<file path="src/rtl/core/positional_list_engine_unit_assert.svh">
// Assertion macros shared by the positional list engine RTL.
// Used by modules that carry concurrent checks; no other dependencies.
`ifndef POSITIONAL_LIST_ENGINE_UNIT_ASSERT_SVH
`define POSITIONAL_LIST_ENGINE_UNIT_ASSERT_SVH

// Same-cycle implication, disabled while reset is asserted.
`define PLE_ASSERT_IMP(lbl, clk, rstn, ante, cons) \
  lbl: assert property (@(posedge clk) disable iff (!rstn) (ante) |-> (cons)) \
    else $error("positional list engine check failed");

// Next-cycle implication, disabled while reset is asserted.
`define PLE_ASSERT_NXT(lbl, clk, rstn, ante, cons) \
  lbl: assert property (@(posedge clk) disable iff (!rstn) (ante) |=> (cons)) \
    else $error("positional list engine check failed");

`endif

</file>
<file path="src/rtl/core/ple_pkg.sv">
// Package for the positional list engine: sizes, command codes and word types.
// Used by every module of the block except ple_ram; depends on nothing.
package ple_pkg;

  // List capacity and derived widths.
  localparam int CAPACITY = 32;
  localparam int LEN_W    = $clog2(CAPACITY + 1);
  localparam int IDX_W    = $clog2(CAPACITY);

  // Fixed field widths.
  localparam int CMD_W   = 2;
  localparam int VALUE_W = 32;
  localparam int POS_W   = 6;

  // Queue sizes between the stages and at the result side.
  localparam int OPQ_DEPTH = 2;
  localparam int OPQ_PTR_W = $clog2(OPQ_DEPTH);
  localparam int OPQ_CNT_W = $clog2(OPQ_DEPTH + 1);
  localparam int RES_DEPTH = 4;
  localparam int RES_PTR_W = $clog2(RES_DEPTH);
  localparam int RES_CNT_W = $clog2(RES_DEPTH + 1);

  // Command codes of the input word.
  localparam logic [CMD_W-1:0] CMD_FRONT  = 2'd0;
  localparam logic [CMD_W-1:0] CMD_BACK   = 2'd1;
  localparam logic [CMD_W-1:0] CMD_DELETE = 2'd2;

  // Operation kinds decided by the front stage.
  typedef enum logic [1:0] {
    OP_NONE       = 2'd0,
    OP_PUSH_FRONT = 2'd1,
    OP_PUSH_BACK  = 2'd2,
    OP_REMOVE     = 2'd3
  } op_kind_e;

  // Back stage sequencer states, one-hot.
  typedef enum logic [2:0] {
    ST_IDLE  = 3'b001,
    ST_SHIFT = 3'b010,
    ST_DUMP  = 3'b100
  } back_state_e;

  // Input word.
  typedef struct packed {
    logic [CMD_W-1:0]          command;
    logic signed [VALUE_W-1:0] value;
    logic [POS_W-1:0]          position;
  } cmd_t;

  // Result word.
  typedef struct packed {
    logic signed [VALUE_W-1:0] element;
    logic                      is_last;
    logic                      list_empty;
    logic                      insert_dropped;
  } res_t;

  // Classified operation passed from the front stage to the back stage.
  typedef struct packed {
    op_kind_e                  kind;
    logic                      dropped;
    logic signed [VALUE_W-1:0] value;
    logic [LEN_W-1:0]          pos;
    logic [LEN_W-1:0]          new_len;
  } op_t;

  // Physical slot of a logical index in the circular entry store.
  function automatic logic [IDX_W-1:0] phys_addr(logic [IDX_W-1:0] head,
                                                 logic [LEN_W-1:0] ofs);
    logic [LEN_W:0] sum;
    sum = (LEN_W+1)'(head) + (LEN_W+1)'(ofs);
    if (sum >= (LEN_W+1)'(CAPACITY)) begin
      sum = sum - (LEN_W+1)'(CAPACITY);
    end
    return IDX_W'(sum);
  endfunction

endpackage

</file>
<file path="src/rtl/core/ple_ram.sv">
// Generic single-write, single-read RAM with a registered read port.
// Stand-alone; no package dependencies.
module ple_ram #(
  parameter int WIDTH = 32,
  parameter int DEPTH = 32,
  localparam int AddrW = $clog2(DEPTH)
) (
  input  logic             clk_i,
  input  logic             we_i,
  input  logic [AddrW-1:0] waddr_i,
  input  logic [WIDTH-1:0] wdata_i,
  input  logic             re_i,
  input  logic [AddrW-1:0] raddr_i,
  output logic [WIDTH-1:0] rdata_o
);

  logic [WIDTH-1:0] mem_q [DEPTH];
  logic [WIDTH-1:0] rdata_q;

  // Write port.
  always_ff @(posedge clk_i) begin
    if (we_i) begin
      mem_q[waddr_i] <= wdata_i;
    end
  end

  // Registered read port.
  always_ff @(posedge clk_i) begin
    if (re_i) begin
      rdata_q <= mem_q[raddr_i];
    end
  end

  assign rdata_o = rdata_q;

endmodule

</file>
<file path="src/rtl/core/ple_front.sv">
// Front stage: accepts command words, tracks the list length and classifies
// each command into an operation for the back stage. Depends on ple_pkg.
module ple_front (
  input  logic          clk_i,
  input  logic          rst_ni,
  input  logic          push_i,
  input  ple_pkg::cmd_t cmd_i,
  input  logic          q_full_i,
  output logic          full_o,
  output logic          op_push_o,
  output ple_pkg::op_t  op_o
);
  import ple_pkg::*;

  localparam int CmpW = (POS_W > LEN_W) ? POS_W : LEN_W;

  logic [LEN_W-1:0] len_q, len_d;
  logic [CmpW-1:0]  pos_ext;
  logic [CmpW-1:0]  len_ext;
  logic             accept;

  assign full_o    = q_full_i;
  assign accept    = push_i && !q_full_i;
  assign op_push_o = accept;
  assign pos_ext   = CmpW'(cmd_i.position);
  assign len_ext   = CmpW'(len_q);

  // Classify the command against the current length.
  always_comb begin
    op_o.kind    = OP_NONE;
    op_o.dropped = 1'b0;
    op_o.value   = cmd_i.value;
    op_o.pos     = LEN_W'(pos_ext);
    op_o.new_len = len_q;
    if (cmd_i.command == CMD_FRONT || cmd_i.command == CMD_BACK) begin
      if (len_q == LEN_W'(CAPACITY)) begin
        op_o.dropped = 1'b1;
      end else begin
        op_o.kind    = (cmd_i.command == CMD_FRONT) ? OP_PUSH_FRONT : OP_PUSH_BACK;
        op_o.new_len = len_q + LEN_W'(1);
      end
    end else if (cmd_i.command == CMD_DELETE) begin
      if (pos_ext < len_ext) begin
        op_o.kind    = OP_REMOVE;
        op_o.new_len = len_q - LEN_W'(1);
      end
    end
  end

  // Length follows every accepted word.
  assign len_d = accept ? op_o.new_len : len_q;

  always_ff @(posedge clk_i or negedge rst_ni) begin
    if (!rst_ni) begin
      len_q <= '0;
    end else begin
      len_q <= len_d;
    end
  end

endmodule

</file>
<file path="src/rtl/core/ple_opq.sv">
// Short queue of classified operations between the front and back stages.
// Depends on ple_pkg for the operation type and queue size.
module ple_opq (
  input  logic         clk_i,
  input  logic         rst_ni,
  input  logic         push_i,
  input  ple_pkg::op_t op_i,
  output logic         full_o,
  input  logic         pop_i,
  output logic         valid_o,
  output ple_pkg::op_t op_o
);
  import ple_pkg::*;

  op_t                  slot_q [OPQ_DEPTH];
  logic [OPQ_PTR_W-1:0] wr_ptr_q, wr_ptr_d;
  logic [OPQ_PTR_W-1:0] rd_ptr_q, rd_ptr_d;
  logic [OPQ_CNT_W-1:0] cnt_q, cnt_d;
  logic                 do_push;
  logic                 do_pop;

  assign full_o  = (cnt_q == OPQ_CNT_W'(OPQ_DEPTH));
  assign valid_o = (cnt_q != '0);
  assign op_o    = slot_q[rd_ptr_q];
  assign do_push = push_i && !full_o;
  assign do_pop  = pop_i && valid_o;

  // Pointer and fill count update.
  always_comb begin
    wr_ptr_d = wr_ptr_q;
    rd_ptr_d = rd_ptr_q;
    cnt_d    = cnt_q;
    if (do_push) begin
      wr_ptr_d = (wr_ptr_q == OPQ_PTR_W'(OPQ_DEPTH - 1)) ? '0 : wr_ptr_q + OPQ_PTR_W'(1);
    end
    if (do_pop) begin
      rd_ptr_d = (rd_ptr_q == OPQ_PTR_W'(OPQ_DEPTH - 1)) ? '0 : rd_ptr_q + OPQ_PTR_W'(1);
    end
    if (do_push && !do_pop) begin
      cnt_d = cnt_q + OPQ_CNT_W'(1);
    end else if (do_pop && !do_push) begin
      cnt_d = cnt_q - OPQ_CNT_W'(1);
    end
  end

  always_ff @(posedge clk_i or negedge rst_ni) begin
    if (!rst_ni) begin
      wr_ptr_q <= '0;
      rd_ptr_q <= '0;
      cnt_q    <= '0;
    end else begin
      wr_ptr_q <= wr_ptr_d;
      rd_ptr_q <= rd_ptr_d;
      cnt_q    <= cnt_d;
    end
  end

  // Queue storage.
  always_ff @(posedge clk_i) begin
    if (do_push) begin
      slot_q[wr_ptr_q] <= op_i;
    end
  end

endmodule

</file>
<file path="src/rtl/core/ple_back.sv">
// Back stage: applies operations to the circular entry store and dumps the
// list into the result queue. Depends on ple_pkg, ple_ram and the assert macros.
`include "positional_list_engine_unit_assert.svh"

module ple_back (
  input  logic          clk_i,
  input  logic          rst_ni,
  input  logic          op_valid_i,
  input  ple_pkg::op_t  op_i,
  output logic          op_pop_o,
  output logic          empty_o,
  input  logic          pop_i,
  output ple_pkg::res_t res_o
);
  import ple_pkg::*;

  back_state_e          state_q, state_d;
  logic [IDX_W-1:0]     head_q, head_d;
  logic [LEN_W-1:0]     len_q, len_d;
  logic [LEN_W-1:0]     k_q, k_d;
  logic                 dropped_q, dropped_d;
  logic                 wr_pend_q, wr_pend_d;
  logic [LEN_W-1:0]     wr_idx_q, wr_idx_d;
  logic                 rd_pend_q, rd_pend_d;
  logic                 rd_last_q, rd_last_d;
  logic                 rd_drop_q, rd_drop_d;

  logic                 ram_we;
  logic [IDX_W-1:0]     ram_waddr;
  logic [VALUE_W-1:0]   ram_wdata;
  logic                 ram_re;
  logic [IDX_W-1:0]     ram_raddr;
  logic [VALUE_W-1:0]   ram_rdata;

  res_t                 res_q [RES_DEPTH];
  logic [RES_PTR_W-1:0] res_wr_q, res_wr_d;
  logic [RES_PTR_W-1:0] res_rd_q, res_rd_d;
  logic [RES_CNT_W-1:0] res_cnt_q, res_cnt_d;
  logic                 res_push;
  res_t                 res_wdata;
  logic                 res_pop;
  logic                 space;

  // Entry store, indexed by physical slot.
  ple_ram #(
    .WIDTH (VALUE_W),
    .DEPTH (CAPACITY)
  ) u_ram (
    .clk_i   (clk_i),
    .we_i    (ram_we),
    .waddr_i (ram_waddr),
    .wdata_i (ram_wdata),
    .re_i    (ram_re),
    .raddr_i (ram_raddr),
    .rdata_o (ram_rdata)
  );

  // A dump read may issue only if the result queue can take its word.
  assign space = ((RES_CNT_W+1)'(res_cnt_q) + (RES_CNT_W+1)'(rd_pend_q))
                 < (RES_CNT_W+1)'(RES_DEPTH);

  // Sequencer.
  always_comb begin
    state_d   = state_q;
    head_d    = head_q;
    len_d     = len_q;
    k_d       = k_q;
    dropped_d = dropped_q;
    wr_pend_d = 1'b0;
    wr_idx_d  = wr_idx_q;
    rd_pend_d = 1'b0;
    rd_last_d = rd_last_q;
    rd_drop_d = rd_drop_q;
    op_pop_o  = 1'b0;
    ram_we    = 1'b0;
    ram_waddr = phys_addr(head_q, wr_idx_q);
    ram_wdata = ram_rdata;
    ram_re    = 1'b0;
    ram_raddr = phys_addr(head_q, k_q);
    res_push  = 1'b0;
    res_wdata = '{element: ram_rdata, is_last: rd_last_q, list_empty: 1'b0,
                  insert_dropped: rd_drop_q};

    // Finish a shift move: data read last cycle goes one slot down.
    if (wr_pend_q) begin
      ram_we = 1'b1;
    end

    // Deliver a dump word read last cycle.
    if (rd_pend_q) begin
      res_push = 1'b1;
    end

    unique case (state_q)
      ST_IDLE: begin
        if (op_valid_i) begin
          op_pop_o  = 1'b1;
          dropped_d = op_i.dropped;
          len_d     = op_i.new_len;
          k_d       = '0;
          state_d   = ST_DUMP;
          unique case (op_i.kind)
            OP_PUSH_FRONT: begin
              head_d    = (head_q == '0) ? IDX_W'(CAPACITY - 1) : head_q - IDX_W'(1);
              ram_we    = 1'b1;
              ram_waddr = head_d;
              ram_wdata = op_i.value;
            end
            OP_PUSH_BACK: begin
              ram_we    = 1'b1;
              ram_waddr = phys_addr(head_q, len_q);
              ram_wdata = op_i.value;
            end
            OP_REMOVE: begin
              k_d     = op_i.pos + LEN_W'(1);
              state_d = ST_SHIFT;
            end
            OP_NONE: begin
            end
            default: begin
            end
          endcase
        end
      end
      ST_SHIFT: begin
        // Move each later element one place toward the front.
        if (k_q <= len_q) begin
          ram_re    = 1'b1;
          wr_pend_d = 1'b1;
          wr_idx_d  = k_q - LEN_W'(1);
          k_d       = k_q + LEN_W'(1);
        end else if (!wr_pend_q) begin
          k_d     = '0;
          state_d = ST_DUMP;
        end
      end
      ST_DUMP: begin
        if (len_q == '0) begin
          if (space && !rd_pend_q) begin
            res_push  = 1'b1;
            res_wdata = '{element: '0, is_last: 1'b1, list_empty: 1'b1,
                          insert_dropped: dropped_q};
            state_d   = ST_IDLE;
          end
        end else if (space) begin
          ram_re    = 1'b1;
          rd_pend_d = 1'b1;
          rd_last_d = (k_q == len_q - LEN_W'(1));
          rd_drop_d = dropped_q;
          k_d       = k_q + LEN_W'(1);
          if (rd_last_d) begin
            state_d = ST_IDLE;
          end
        end
      end
      default: begin
        state_d = ST_IDLE;
      end
    endcase
  end

  always_ff @(posedge clk_i or negedge rst_ni) begin
    if (!rst_ni) begin
      state_q   <= ST_IDLE;
      head_q    <= '0;
      len_q     <= '0;
      k_q       <= '0;
      dropped_q <= 1'b0;
      wr_pend_q <= 1'b0;
      rd_pend_q <= 1'b0;
    end else begin
      state_q   <= state_d;
      head_q    <= head_d;
      len_q     <= len_d;
      k_q       <= k_d;
      dropped_q <= dropped_d;
      wr_pend_q <= wr_pend_d;
      rd_pend_q <= rd_pend_d;
    end
  end

  // Side data of in-flight reads.
  always_ff @(posedge clk_i) begin
    wr_idx_q  <= wr_idx_d;
    rd_last_q <= rd_last_d;
    rd_drop_q <= rd_drop_d;
  end

  // Result queue control.
  assign empty_o = (res_cnt_q == '0);
  assign res_o   = res_q[res_rd_q];
  assign res_pop = pop_i && !empty_o;

  always_comb begin
    res_wr_d  = res_wr_q;
    res_rd_d  = res_rd_q;
    res_cnt_d = res_cnt_q;
    if (res_push) begin
      res_wr_d = res_wr_q + RES_PTR_W'(1);
    end
    if (res_pop) begin
      res_rd_d = res_rd_q + RES_PTR_W'(1);
    end
    if (res_push && !res_pop) begin
      res_cnt_d = res_cnt_q + RES_CNT_W'(1);
    end else if (res_pop && !res_push) begin
      res_cnt_d = res_cnt_q - RES_CNT_W'(1);
    end
  end

  always_ff @(posedge clk_i or negedge rst_ni) begin
    if (!rst_ni) begin
      res_wr_q  <= '0;
      res_rd_q  <= '0;
      res_cnt_q <= '0;
    end else begin
      res_wr_q  <= res_wr_d;
      res_rd_q  <= res_rd_d;
      res_cnt_q <= res_cnt_d;
    end
  end

  // Result queue storage.
  always_ff @(posedge clk_i) begin
    if (res_push) begin
      res_q[res_wr_q] <= res_wdata;
    end
  end

  // Stored words plus the read in flight never exceed the queue depth.
  `PLE_ASSERT_IMP(a_credit_bound, clk_i, rst_ni, 1'b1, ((RES_CNT_W+1)'(res_cnt_q) + (RES_CNT_W+1)'(rd_pend_q)) <= (RES_CNT_W+1)'(RES_DEPTH))
  // A pending shift write only happens while shifting.
  `PLE_ASSERT_IMP(a_shift_write_in_shift, clk_i, rst_ni, wr_pend_q, state_q == ST_SHIFT)
  // Issuing the final dump read returns the sequencer to idle.
  `PLE_ASSERT_IMP(a_last_read_ends_dump, clk_i, rst_ni, rd_pend_q && rd_last_q, state_q == ST_IDLE)
  // An insert at the front goes straight to the dump with the new length.
  `PLE_ASSERT_NXT(a_push_front_to_dump, clk_i, rst_ni, (state_q == ST_IDLE) && op_valid_i && (op_i.kind == OP_PUSH_FRONT), (state_q == ST_DUMP) && (len_q == $past(op_i.new_len)))

endmodule

</file>
<file path="src/rtl/core/positional_list_engine_unit.sv">
// Top level of the positional list engine.
// Depends on ple_pkg, ple_front, ple_opq and ple_back.

// Keeps an ordered list of up to CAPACITY signed 32-bit words and, after every
// command (insert at front, insert at back, delete at position), dumps the whole
// list front to back, last word marked; an empty list gives one word flagged empty
// and an insert into a full list is refused and flagged on every word of its dump.
// The back stage streams the dump at one word per cycle while the result queue has
// room, from the single read port of the entry RAM, and takes the next command
// only after the whole dump has been issued. A delete at position p from a list of
// N words first moves the N - p - 1 later words down through that same port, one
// per cycle, before the dump starts. Inserts at either end need a single RAM write
// thanks to a circular head pointer. The entry RAM needs no clearing after reset;
// only words already written are ever read. Up to two commands are buffered ahead
// of the back stage and up to four results behind it.
module positional_list_engine_unit (
  input  logic          clk_i,
  input  logic          rst_ni,
  input  logic          push,
  output logic          full,
  input  ple_pkg::cmd_t cmd_i,
  output logic          empty,
  input  logic          pop,
  output ple_pkg::res_t res_o
);
  import ple_pkg::*;

  logic q_full;
  logic op_push;
  op_t  op_in;
  logic op_valid;
  op_t  op_out;
  logic op_pop;

  // Accept and classify commands.
  ple_front u_front (
    .clk_i     (clk_i),
    .rst_ni    (rst_ni),
    .push_i    (push),
    .cmd_i     (cmd_i),
    .q_full_i  (q_full),
    .full_o    (full),
    .op_push_o (op_push),
    .op_o      (op_in)
  );

  // Decouple the two stages.
  ple_opq u_opq (
    .clk_i   (clk_i),
    .rst_ni  (rst_ni),
    .push_i  (op_push),
    .op_i    (op_in),
    .full_o  (q_full),
    .pop_i   (op_pop),
    .valid_o (op_valid),
    .op_o    (op_out)
  );

  // Apply operations and dump the list.
  ple_back u_back (
    .clk_i      (clk_i),
    .rst_ni     (rst_ni),
    .op_valid_i (op_valid),
    .op_i       (op_out),
    .op_pop_o   (op_pop),
    .empty_o    (empty),
    .pop_i      (pop),
    .res_o      (res_o)
  );

endmodule

</file>
<file path="config.mk">
export PLATFORM = sky130hd
export DESIGN_NAME = positional_list_engine_unit
export DESIGN_NICKNAME = d
export VERILOG_FILES = /design/src/rtl/core/ple_pkg.sv /design/src/rtl/core/ple_ram.sv /design/src/rtl/core/ple_front.sv /design/src/rtl/core/ple_opq.sv /design/src/rtl/core/ple_back.sv /design/src/rtl/core/positional_list_engine_unit.sv
export VERILOG_INCLUDE_DIRS = /design/src /design/src/rtl/core
export SDC_FILE = /design/constraint.sdc
export NUM_CORES = 1
export LEC_CHECK = 0
export BUFFER_PORTS_ARGS = -buffer_cell sky130_fd_sc_hd__buf_2
export CORE_MARGIN = 2
export CORE_UTILIZATION = 35
export CTS_BUF_LIST = sky130_fd_sc_hd__clkbuf_4
export CTS_CLUSTER_DIAMETER = 200
export CTS_CLUSTER_SIZE = 12
export DETAILED_ROUTE_END_ITERATION = 6
export GPL_TIMING_DRIVEN = 0
export HOLD_SLACK_MARGIN = 0.02
export PLACE_DENSITY_LB_ADDON = 0.12
export SETUP_SLACK_MARGIN = 0.2
export SLEW_MARGIN = 20
export SYNTH_ARGS = -nofsm -noshare
export SYNTH_HDL_FRONTEND = slang
export SYNTH_SLANG_ARGS = --single-unit
</file>
<file path="constraint.sdc">
create_clock -name clk_i -period 5.34 [get_ports clk_i]
set_clock_uncertainty 0.1 [all_clocks]
set_input_delay 0.534 -clock clk_i [delete_from_list [all_inputs] [get_ports clk_i]]
set_output_delay 0.534 -clock clk_i [all_outputs]
set_load 0.03 [all_outputs]
</file>
After elaboration in Yosys (flattened, before gate mapping)
Memories as Yosys holds them, arrays and structs flattened. A register that Yosys moved wholly into a read port is not among the register bits.
Cells that the tools add are included.

storage, ports and cells
  memory bits (writable) = 1258
  word-level logic and storage cells = 169
  bits of input ports = 44
  memories = 3
  flip-flop bits (word level) = 48
  output and inout port bits = 37

cells by class
  equality and inequality tests = 20
  bitwise operators = 1
  $add $sub $neg = 22
  $lt $le $gt $ge = 6
  reduce and logical (&&, ||, !) cells = 32
  mux-type cells = 68

memory list
  name                depth  width  read ports  clocked after memory_dff  wr ports  RTL line        text
  u_back.u_ram.mem_q  32     32     1           1                         1         ple_ram.sv:17   logic [WIDTH-1:0] mem_q [DEPTH];
  u_back.res_q        4      35     1           0                         1         ple_back.sv:35  res_t res_q [RES_DEPTH];
  u_opq.slot_q        2      47     1           0                         1         ple_opq.sv:15   op_t slot_q [OPQ_DEPTH];

operators with widths
  kind                   count
  $mux W35               3
  $mux W32               3
  $mux W6                10
  $mux W3                10
  $mux W5                6
  $mux W1                25
  $add A5 B6 Y7          3
  $ge A7 B6 Y1 const B   3
  $sub A5 B1 Y5 const B  4
  $add A6 B1 Y6 const B  3
  $pmux W6 S3            1
  $sub A6 B1 Y6 const B  3
  $mux W2                7
  $pmux W5 S2            1
  $logic_and A1 B1 Y1    9
  $pmux W3 S3            1
  $eq A2 B2 Y1 const B   4
  $ne A2 B2 Y1 const B   4
  $logic_not A1 Y1       7
  $add A2 B1 Y2 const B  3
  $eq A6 B6 Y1           1
  $eq A6 B6 Y1 const B   1
  $le A6 B6 Y1           1
  $logic_not A6 Y1       1
  27 further kinds       35

Logic depth before layout (Yosys ltp)
  depth after elaboration = 10
  mapped depth = 13
  mapped depth without buffers = 11

Modules after synthesis
Synthesis repeated with hierarchy kept, for this count alone.

unflattened totals
  cell total of the unflattened synthesis = 3092
  area total of the unflattened synthesis = 53887.9 um^2

by module, submodules not included
  module     instances  area an instance (um^2)  seq. area each (um^2)  cells an instance
  ple_ram    1          40812.9                  31710.4                2260
  ple_back   1          8439.3                   5166.2                 546
  ple_opq    1          3668.5                   2922.8                 165
  ple_front  1          967.2                    150.1                  121

Worst setup path after synthesis
Ideal clock, no wire load.

  kind = register to register
  start point = reg u_opq.rd_ptr_q
  end point = mem u_back.u_ram.mem_q[20][0], enable pin
  path buffers = 4
  cell stages (with the launch flop) = 12
  slack = -0.403 ns
  setup time = 0.468 ns
  required time = 4.772 ns
  period minus slack after synthesis = 5.743 ns
  data arrival time = 5.175 ns
  cells stage by stage = dfrtp_1 -> clkbuf_1 -> clkbuf_1 -> buf_2 -> mux2i_1 -> inv_1 -> ha_1 -> clkbuf_1 -> o21ai_0 -> a21boi_0 -> a32oi_1 -> nor3b_1

on the way
  longest elaborated chain between the ends = 8
  elaborated cells between the ends (all ways) = 12
  classes of those cells = eq/ne: 2; mux: 8; reduce/logical: 1; memory: 1

ends and longest elaborated chain
  what                                                 RTL line         text
  start: declaration                                   ple_opq.sv:17    logic [OPQ_PTR_W-1:0] rd_ptr_q, rd_ptr_d;
  start signal: assignment                             ple_opq.sv:53    rd_ptr_q <= rd_ptr_d;
  $mem_v2 Z2 W47 *                                     -
  $eq A2 B1 Y1 / $eq A2 B2 Y1 (equally long branches)  ple_back.sv:102  unique case (op_i.kind)
  $reduce_or A2 Y1 (no line)                           -
  $mux W1                                              ple_back.sv:102
  $mux W1                                              ple_back.sv:96   if (op_valid_i) begin
  $mux W1                                              ple_back.sv:94   unique case (state_q)
  $mux W1                                              ple_ram.sv:22    if (we_i) begin
  $mux W1 (implied by the code)                        ple_ram.sv:23    mem_q[waddr_i] <= wdata_i;
  end: declaration                                     ple_ram.sv:17

Mark *: on every way between the ends. The rest lies on a longest branch, timed or not.

Worst setup path in the final report
  start point = reg u_opq.rd_ptr_q
  end point = mem u_back.u_ram.mem_q[13][5], enable pin

The elaborated chain is that of the path after synthesis.

==> results.txt <==
----------------------------------------------------
[Outcome]
  Result of the run ... completed

[Timing]
  Final min period ... 4920 ps
  Accumulated negative setup slack ... 0 ps
  RSZ-0062 raised after global routing ... no
  Post-route fraction of the period consumed by the critical path ... 0.921
  Max frequency ... 0.203 GHz
  Final setup violation count ... 0
  Worst slew slack as a fraction of its limit ... 0.201
  Final hold violation count ... 0
  Max Slew Vio Count ... 0
  Slew of the pin with the lowest slew margin ... 1200 ps

[Yosys]
  Leading post-synthesis cells by cell area ... sky130_fd_sc_hd__edfxtp_1, sky130_fd_sc_hd__mux4_2, sky130_fd_sc_hd__nand2_1, sky130_fd_sc_hd__dfrtp_1, sky130_fd_sc_hd__nand3_1
  Dominant register cell in the synthesized netlist ... sky130_fd_sc_hd__edfxtp_1
  Net count after synthesis ... ~2900
  Post-synthesis instance area ... 53000 um2
  Post-Syn Instances ... 2809
  Yosys cell types ... 74
  Warnings, synthesis ... 0
  Proportion of synthesized flip-flops having asynchronous set or reset ... 0.0299
  Number of register bits inferred by synthesis ... ~1300
  Fraction of post-synthesis cell area in the top cell type by area ... 0.734
  Syn_area_per_cell ... between 15 and 20 um2
  Cell type with the highest aggregate area in the netlist ... sky130_fd_sc_hd__edfxtp_1
  Register area share after synthesis ... 0.753
  Number of flops mapped to enable cells by yosys ... 1297

[Floorplanning]
  Floorplan core area ... 150000 um2
  Full die area ... 155000 um2
  Row count ... 142
  Height of the die ... ~400 um
  Starting density of the core ... 0.353
  Die span in x ... a little under 400 um
  Ports placed on the boundary ... 81

[Route]
  Final Routed Wirelength ... 143000 um
  Number of antenna-violating nets in the routed design ... 0
  Via count ... approximately 28000
  1st-pass router iterations ... 7
  Routed wire length per instance ... 26.9 um
  Initial detailed-routing violation count ... 2673
  Average vias per placed instance ... about 5.3
  Residual DRC ... 0

[Global routing]
  Wire length of the first global-routing pass ... 207000 um
  Vias in the first global route ... 29000
  Number of antenna violations at the first check in global routing ... 15
  All-layer global routing usage ... 0.184
  Pin count of the biggest net entering global routing ... 40
  Total congestion overflow ... 0

[Placement]
  Placed Cells incl. Taps ... 5069
  IO buf count ... 79
  Final GP Congestion ... 0.807
  HPWL after detailed placement ... 102000 um

[Clock network]
  CTS sink cnt ... 1337
  Clock tree from TritonCTS ... done
  Htree depth ... 3
  Number of buffers inserted by post-CTS setup repair ... 0
  Reg clk slew, reported paths ... 140 ps
  CTS Root Buffer Type ... sky130_fd_sc_hd__clkbuf_4
  Clock buffers created by TritonCTS ... 121
  Maximum root-to-sink buffer count ... 3
  Clock latency reported for the late side of the worst-skew pair ... around 1100 ps

[Setup path]
  Crit path max fanout ... 15
  Required time of the worst setup path ... 6080 ps
  Minimum setup slack among reg-to-reg paths ... 420 ps
  CP Data Arrival Time ... 5660 ps
  Critical Setup Path Class ... register to register
  Endpoint class of the critical path ... register
  Critical path launch point type ... register

[Cells and area]
  Share of post-route cells with drive strength above 1 ... 0.251
  Fillers ... 13500
  Flip-flop and latch area ... about 40000 um2
  Non-filler cells in the finished layout ... between 5000 and 6000
  Multi-input logic area ... about 13000 um2
  Area overhead of the layout relative to synthesis ... 15.0%
  Net count reported at finish ... 3347

[Power and ir drop]
  Worst-case vdd ir drop ... 0.000281 V
  Total Power ... 39.9 mW
  PwrDens ... 654 nW/um2
  Cell leakage power ... 19.9 nW

[Min path]
  Hold crit path type ... input port to register

[Job]
  Max-cap violation count ... 0

----------------------------------------------------
[report_power, final]
group | switching, mW | internal (mW) | total (mW)
clock network | 3.19 | 1.28 | 4.48
registers | 0.553 | 14.8 | 15.4
logic | 12.8 | 7.24 | 20.0
total | 16.5 | 23.4 | 39.9
[layout make-up]
class                      count  area share
sequential                  1337       0.655
multi-input combinational   1283       0.213
timing repair buffer         328      0.0590
tap                         2016      0.0414
clock buffer                 145      0.0178
buffer                       145      0.0100
inverter                      43     0.00265
clock inverter                 6    0.000964
antenna                       10    0.000410
[kinds of logic after synthesis]
kind of cell               share of synthesized area
DFF                                            0.753
and+or+nand+nor                               0.0590
muxes                                          0.134
buffers and inverters                         0.0146
AOI/OAI and AO/OA                             0.0211
xor gates and xnor gates                     0.00759
adders and majority gates                     0.0109
[cells in the final DEF (no fill, tap or decap), types with 34 or more instances in the layout]
master | Yosys | final
sky130_fd_sc_hd__inv_1 | 42 | 42
sky130_fd_sc_hd__buf_2 | 34 | 114
sky130_fd_sc_hd__clkbuf_4 | 0 | 146
sky130_fd_sc_hd__dlygate4sd3_1 | 0 | 82
sky130_fd_sc_hd__buf_4 | 0 | 63
sky130_fd_sc_hd__clkbuf_1 | 100 | 97
sky130_fd_sc_hd__nand3_1 | 178 | 178
sky130_fd_sc_hd__ha_1 | 40 | 40
sky130_fd_sc_hd__mux2i_1 | 47 | 47
sky130_fd_sc_hd__edfxtp_1 | 1297 | 1297
sky130_fd_sc_hd__dfrtp_1 | 39 | 39
sky130_fd_sc_hd__mux4_2 | 291 | 291
sky130_fd_sc_hd__buf_16 | 0 | 34
sky130_fd_sc_hd__nand2_1 | 339 | 339
[synth_stat cells (9+ instances only)]
| cell type | count |
|---|---|
| sky130_fd_sc_hd__a21o_1 | 10 |
| sky130_fd_sc_hd__a21oi_1 | 28 |
| sky130_fd_sc_hd__a22oi_1 | 9 |
| sky130_fd_sc_hd__and2_1 | 33 |
| sky130_fd_sc_hd__buf_1 | 9 |
| sky130_fd_sc_hd__buf_2 | 34 |
| sky130_fd_sc_hd__clkbuf_1 | 100 |
| sky130_fd_sc_hd__dfrtp_1 | 39 |
| sky130_fd_sc_hd__edfxtp_1 | 1297 |
| sky130_fd_sc_hd__ha_1 | 40 |
| sky130_fd_sc_hd__inv_1 | 42 |
| sky130_fd_sc_hd__mux2i_1 | 47 |
| sky130_fd_sc_hd__mux4_2 | 291 |
| sky130_fd_sc_hd__nand2_1 | 339 |
| sky130_fd_sc_hd__nand3_1 | 178 |
| sky130_fd_sc_hd__nor2_1 | 39 |
| sky130_fd_sc_hd__nor3_1 | 21 |
| sky130_fd_sc_hd__nor3b_1 | 10 |
| sky130_fd_sc_hd__o21ai_0 | 65 |
| sky130_fd_sc_hd__o21ai_1 | 9 |
| sky130_fd_sc_hd__xnor2_1 | 30 |
| sky130_fd_sc_hd__xor2_1 | 16 |
[stage by stage]
| step | hold slack, ps | util | cell area [um2] | worst slack [ps] |
|---|---|---|---|---|
| after floorplan | 138 | - | 53100 | -403 |
| after global placement | 385 | 0.373 | 56000 | -5630 |
| after detailed placement | 399 | 0.393 | 58900 | -68.9 |
| after CTS | 41.1 | 0.406 | 60900 | 381 |
| after global routing | 64.3 | 0.406 | 61000 | 204 |
| final | 162 | 0.406 | 61000 | 420 |
[registers in the layout, indices dropped and copies added (netlist names)]
name / flops
u_back.rd_last_q: 1
u_back.wr_idx_q: 5
u_back.res_rd_q: 2
u_back.res_q: 140
u_back.u_ram.mem_q: 1024
u_back.res_cnt_q: 3
u_back.len_q: 6
u_back.wr_pend_q: 1
u_opq.slot_q: 94
u_back.dropped_q: 1
u_front.len_ext: 6
u_back.state_q: 3
u_back.rd_drop_q: 1
u_back.k_q: 6
u_back.res_wr_q: 2
u_opq.cnt_q: 2
u_back.head_q: 5
u_opq.wr_ptr_q: 1
u_opq.rd_ptr_q: 1
u_back.u_ram.rdata_o: 32
u_back.rd_pend_q: 1
[final timing paths]
path,start,end,cells after the start
worst min-delay path,cmd_i[2],u_opq.slot_q[1][8],2
worst max register to register,u_opq.rd_ptr_q,u_back.u_ram.mem_q[13][5],15
max in group asynchronous,rst_ni,u_back.res_wr_q[1],4
worst max-delay path,u_opq.rd_ptr_q,u_back.u_ram.mem_q[13][5],15
min in group asynchronous,rst_ni,u_back.len_q[3],4
worst min register to register,u_opq.cnt_q[1],u_opq.cnt_q[1],1
[routing by layer]
metal	global-route usage	routed length, um	part of all wire
met5	0	0	0
met1	0.260	62800	0.44
met2	0.302	69300	0.48
met3	0.0298	8280	0.058
met4	0.0384	2750	0.019
[critical path, stage by stage (launching register included)]
cell	delay (ps)
sky130_fd_sc_hd__dfrtp_1	350
sky130_fd_sc_hd__clkbuf_1	250
sky130_fd_sc_hd__clkbuf_2	260
sky130_fd_sc_hd__buf_12	250
sky130_fd_sc_hd__mux2i_1	270
sky130_fd_sc_hd__inv_1	90
sky130_fd_sc_hd__ha_1	320
sky130_fd_sc_hd__or3_1	400
sky130_fd_sc_hd__buf_6	170
sky130_fd_sc_hd__buf_2	320
sky130_fd_sc_hd__nand2_2	190
sky130_fd_sc_hd__nand3_2	410
sky130_fd_sc_hd__nor3_4	680
sky130_fd_sc_hd__buf_8	240
sky130_fd_sc_hd__buf_8	170
sky130_fd_sc_hd__buf_8	170
[repair_timing]
action | in CTS | in global routing
setup endpoints to repair | 142 | 0
hold buffers | 83 | 0
resized for setup | 5 | 0
endpoints found under the hold margin | 142 | 0
(Power assumes the default switching activity.)
